**config.mk**
```make
export PLATFORM = sky130hd
export DESIGN_NAME = lphm_mod
export DESIGN_NICKNAME = d
export VERILOG_FILES = /design/src/rtl/core/lphm_mod.sv
export SDC_FILE = /design/constraint.sdc
export NUM_CORES = 1
export LEC_CHECK = 0
export ABC_AREA = 1
export ABC_CLOCK_PERIOD_IN_PS = 2200
export BUFFER_PORTS_ARGS = -buffer_cell sky130_fd_sc_hd__clkbuf_2
export CELL_PAD_IN_SITES_DETAIL_PLACEMENT = 0
export CELL_PAD_IN_SITES_GLOBAL_PLACEMENT = 2
export CORE_MARGIN = 1.5
export CORE_UTILIZATION = 31
export DETAILED_ROUTE_END_ITERATION = 7
export HOLD_SLACK_MARGIN = 0.06
export PLACE_DENSITY_LB_ADDON = 0.08
export SLEW_MARGIN = 40
export SYNTH_ARGS = -nofsm -noshare
export SYNTH_HDL_FRONTEND = slang
export SYNTH_SLANG_ARGS = --single-unit
export TNS_END_PERCENT = 50
```
**constraint.sdc**
```tcl
create_clock -name aclk -period 2.2 [get_ports aclk]
set_input_delay 0.11 -clock aclk [delete_from_list [all_inputs] [get_ports aclk]]
set_output_delay 0.11 -clock aclk [all_outputs]
set_load 0.05 [all_outputs]
```
**src/rtl/core/lphm_mod.sv**
```systemverilog
// Iterative key modulo unit: one quotient bit per cycle (restoring division).
// Depends on nothing outside this file.
module lphm_mod #(
    parameter int NW = 11
) (
    input  logic          aclk,
    input  logic          aresetn,
    input  logic          start,
    input  logic [31:0]   dividend,
    input  logic [NW-1:0] divisor,
    output logic          done,
    output logic [NW-1:0] remainder
);
    logic [NW-1:0] rem_reg;
    logic [31:0]   dvd_reg;
    logic [5:0]    cnt_reg;
    logic          busy_reg;
    logic [NW:0]   trial;
    logic [NW+1:0] diff;

    assign trial = {rem_reg, dvd_reg[31]};
    assign diff  = {1'b0, trial} - {2'b0, divisor};
    assign remainder = rem_reg;

    always_ff @(posedge aclk) begin
        if (!aresetn) begin
            busy_reg <= 1'b0;
            done     <= 1'b0;
            cnt_reg  <= '0;
        end else begin
            done <= 1'b0;
            if (start) begin
                busy_reg <= 1'b1;
                cnt_reg  <= '0;
            end else if (busy_reg) begin
                cnt_reg <= cnt_reg + 1'b1;
                if (cnt_reg == 6'd31) begin
                    busy_reg <= 1'b0;
                    done     <= 1'b1;
                end
            end
        end
    end

    // The partial remainder stays below the divisor, so NW bits hold it.
    always_ff @(posedge aclk) begin
        if (start) begin
            rem_reg <= '0;
            dvd_reg <= dividend;
        end else if (busy_reg) begin
            rem_reg <= diff[NW+1] ? trial[NW-1:0] : diff[NW-1:0];
            dvd_reg <= {dvd_reg[30:0], 1'b0};
        end
    end
endmodule

```
# Word level (Yosys, flattened, before mapping)
# Cells that the tools add are included.
[totals] register_bits=51 latch_bits=0 mem_bits_rw=0 mem_bits_ro=0 inputBits=46 output_inout_bits=12 wordCells=20 n_memories=0
[classes] add_sub_neg=2 n_mul=0 div=0 order_cmp=0 eq_ne=1 shifts=0 muxes=7 bitwise_logic=2 reduce_logical=3
[op_table] op="$mux 32" n=2
[op_table] op="$sub 12x11->13" n=1
[op_table] op="$mux 11" n=1
[op_table] op="$add 6x1->6 const B" n=1
[op_table] op="$eq 6x5->1 const B" n=1
[op_table] op="$mux 1" n=4
[op_table] op="$reduce_or 3->1" n=1
[op_table] op="$not 1->1" n=2
[op_table] op="$reduce_bool 2->1" n=1
[op_table] op="$reduce_or 2->1" n=1

# Depth between registers and ports, before layout
[logic_depth] ltp_word=4 ltp_mapped=12 depth_no_buf=12

# Least setup slack after synthesis
# No wires, ideal clock.
[synth_path] path_kind="flip-flop to flip-flop" start="register rem_reg[0] (netlist: remainder[0])" end="register rem_reg[3] (netlist: remainder[3])" setup_ps=149 t_arrival_ps=2050 t_required_ps=2051 slack_ps=1 path_stages_with_launch=12 n_path_buf=1 period_less_slack_ps=2199 path_cell_list="dfxtp_1 -> inv_1 -> fa_1 -> inv_2 -> nand3_1 -> nand3_1 -> nand2_4 -> nand3_4 -> buf_12 -> nand2_2 -> nand3_2 -> o21ai_2"
[synth_between] elab_chain_cells=2
[synth_lines] item="start: declaration" line_no="14" text="logic [NW-1:0] rem_reg;"
[synth_lines] item="start signal: assignment" line_no="51" text="rem_reg <= diff[NW+1] ? trial[NW-1:0] : diff[NW-1:0];"
[synth_lines] item="$sub 12x11->13" line_no="22" text="assign diff = {1'b0, trial} - {2'b0, divisor};"
[synth_lines] item="$mux 11" line_no="51"
# Every way passes these cells.
# A chain may end at the register's enable or synchronous reset.

# Final worst setup path
[layout_path] start="register dvd_reg[31]" end="register rem_reg[3] (netlist: remainder[3])"
[layout_between] elab_chain_cells=2
[layout_lines] item="start: declaration" line_no="15" text="logic [31:0] dvd_reg;"
[layout_lines] item="start signal: assignment" line_no="49" text="dvd_reg <= dividend;"
[layout_lines] item="start signal: assignment" line_no="52" text="dvd_reg <= {dvd_reg[30:0], 1'b0};"
[layout_lines] item="$sub 12x11->13" line_no="22"
[layout_lines] item="$mux 11" line_no="51"
# Every way passes these cells.

==> run metrics <==
outcome completed; commonest non-fill, non-tap cell in the layout nand2_1; # diodes 0; final antenna-violating net count 0; Root Driver clkbuf_8; TritonCTS clock tree built; Logic pwr share 14.2%; Fmax approximately 500 MHz; final hold vios 0; startpoint type of the worst setup path flop; Via density approximately 4.2; post-synthesis sequential area ratio 45.4%; DIE AREA 0.0101 mm^2; DP Wirelength about 5 mm; FF+latch count, synth 51; Syn-to-layout area delta 21.3%; final net count roughly 520; max reg flops 32; total wire length 6.74 mm; internal power 1470 uW; largest net degree at the start of global routing 33; clock skew 0.00728 ns; Max Cap Viol 0; Rel. slew slack 64.0%; final instance area 0.00358 mm^2; syn_area_per_cell around 7.6 um^2; most frequent cells in the layout 175 x nand2_1, 57 x clkbuf_2, 45 x inv_1; core box area 0.00924 mm^2; Starting Density 32.0%; PwrDens approximately 560 mW/mm^2; CTS Buffer Depth 2; initial antenna violation count 0; TNS Setup 0 ns; post-route minimum period 1.99 ns; fin util 38.8%; routability cong. 0.738; vias in the first global route 2509; site row count 35; Total GRT Usage ~15%; RSZ-0062 raised after global routing no; CTS Buf Count 5; chip width just over 100 um; Reg2Reg Capture Point remainder[3]; layout cell share with drive strength beyond 1 between 20% and 30%; Netlist Area Pre-Place 0.00296 mm^2; worst r2r path cells 12; Yosys warning total 0; sequential power share 56.1%; total power 1990 uW; Tightest Pin Transition 0.539 ns; reg2reg setup slack 0.21 ns; leakage power 0.00182 uW; Iteration-0 DRC Markers 83; period utilization 90.6%; Crit. Startpoint dvd_reg[31]; I/O pin total 58; DR WL/cell 11.5 um; die height 101 um; HP Class in -> reg; grt total ovfl 0; vias post-DR 2481; Worst-Skew Late Latency 0.31 ns; sw power 527 uW; DR pass1 iterations 4; end of the critical path remainder[3]; CP Capture Type flop; reg-to-reg startpoint dvd_reg[31]; DP Area 0.00338 mm^2; Port-buffer cells 57; clock net sink count 51; critical path class reg -> reg; synthesized netlist net count 448; cell count after synthesis around 390; # DRC 0; Sw Share a little over a quarter; WP data arrival ~2.2 ns; WP data required 2.41 ns; hold_ws 0.0701 ns; final max-slew violation count 0; post-synth cell types 30; clock share of power 29.7%; CTS H-tree depth 2; Max FO, Critical Path 19; Final setup violation count 0; Worst-path clk slew 0.10 ns; first-pass GRT wire length 11.7 mm; VDD IR max 0.000263 V
-- worst max-delay path, stage by stage (launching register included) --
cell	delay (ns)
edfxtp_1	0.33
inv_1	0.05
ha_1	0.20
fa_1	0.42
inv_2	0.09
nand3_1	0.07
nand3_2	0.12
nand2_4	0.08
nand3_4	0.20
buf_4	0.17
nand2_2	0.05
nand3_2	0.06
o21ai_2	0.05
-- synthesized netlist by cell type --
cell type,count,area share (%)
clkinv_1,1,0.13
ha_1,12,5.1
or2_4,1,0.30
buf_2,2,0.34
o21ai_0,1,0.17
nor2_4,2,0.76
o21ai_2,2,0.59
dfxtp_1,19,13
nand3_2,8,2.7
buf_12,1,0.68
nand4_1,5,1.1
a21oi_4,1,0.55
nand3_4,1,0.59
nand2_4,1,0.38
o211ai_1,1,0.25
nand3_1,14,2.4
inv_2,5,0.64
nor2_1,29,3.7
nand2_1,175,22
xor2_1,1,0.30
a21oi_1,5,0.85
clkbuf_1,6,0.76
nor3b_1,2,0.51
fa_1,1,0.68
edfxtp_1,32,33
nor2_2,2,0.42
nand2_2,6,1.3
xnor2_1,2,0.59
inv_1,45,5.7
nor3_1,6,1.0
-- layout make-up --
class	count	area (um^2)
fill	1030	5660
clock inverter	1	8.76
timing repair buffer	71	420
multi-input combinational	278	1380
clock buffer	7	86.3
tap	129	161
sequential	51	1340
inverter	51	191
-- logic make-up after synthesis --
| logic type | count (synthesis) | share of synthesized area, % |
|---|---|---|
| buf+inv | 60 | 8.26 |
| fa+ha+maj | 13 | 5.76 |
| compound gates | 10 | 2.41 |
| xor+xnor | 3 | 0.889 |
| flops | 51 | 45.4 |
| simple gates | 252 | 37.3 |
-- worst min-delay path by stage --
stage / slack [ns] / cells after the start / startpoint / to
global placement: 0.36 / 3 / aresetn / busy_reg
global route: 0.07 / 3 / dividend[28] / dvd_reg[28]
CTS: 0.06 / 3 / dividend[25] / dvd_reg[25]
detailed placement: 0.37 / 3 / aresetn / busy_reg
finish: 0.07 / 3 / dividend[3] / dvd_reg[3]
floorplan: 0.25 / 2 / aresetn / busy_reg
-- timing repair --
item                                    4_1_cts  5_1_grt
endpoints found under the setup margin        0        3
hold buffers                                  7        0
resized for setup                             0        1
endpoints found under the hold margin         7        0
setup buffers                                 0        4
-- power groups by stage --
stage	combinational (uW)	clock [uW]	sequential (uW)
finish	283	593	1120
global route	327	650	1130
CTS	289	630	1120
detailed placement	279	0	1140
global placement	279	0	1140
floorplan	175	0	1140
-- metal layers --
layer	up-vias	part of all wire, %	GRT usage, %
li1	1349	-	-
met1	1090	49	19.3
met2	38	47	24.8
met3	4	3.2	2.91
met4	0	0.91	3.58
met5	-	0	0
-- stage by stage --
stage	setup WS (ns)	std cells
finish	0.206	588
global route	0.0490	588
CTS	0.189	584
detailed placement	0.217	569
global placement	0.269	569
floorplan	0.00119	389
Note: power is estimated with default switching activity, not from simulation.
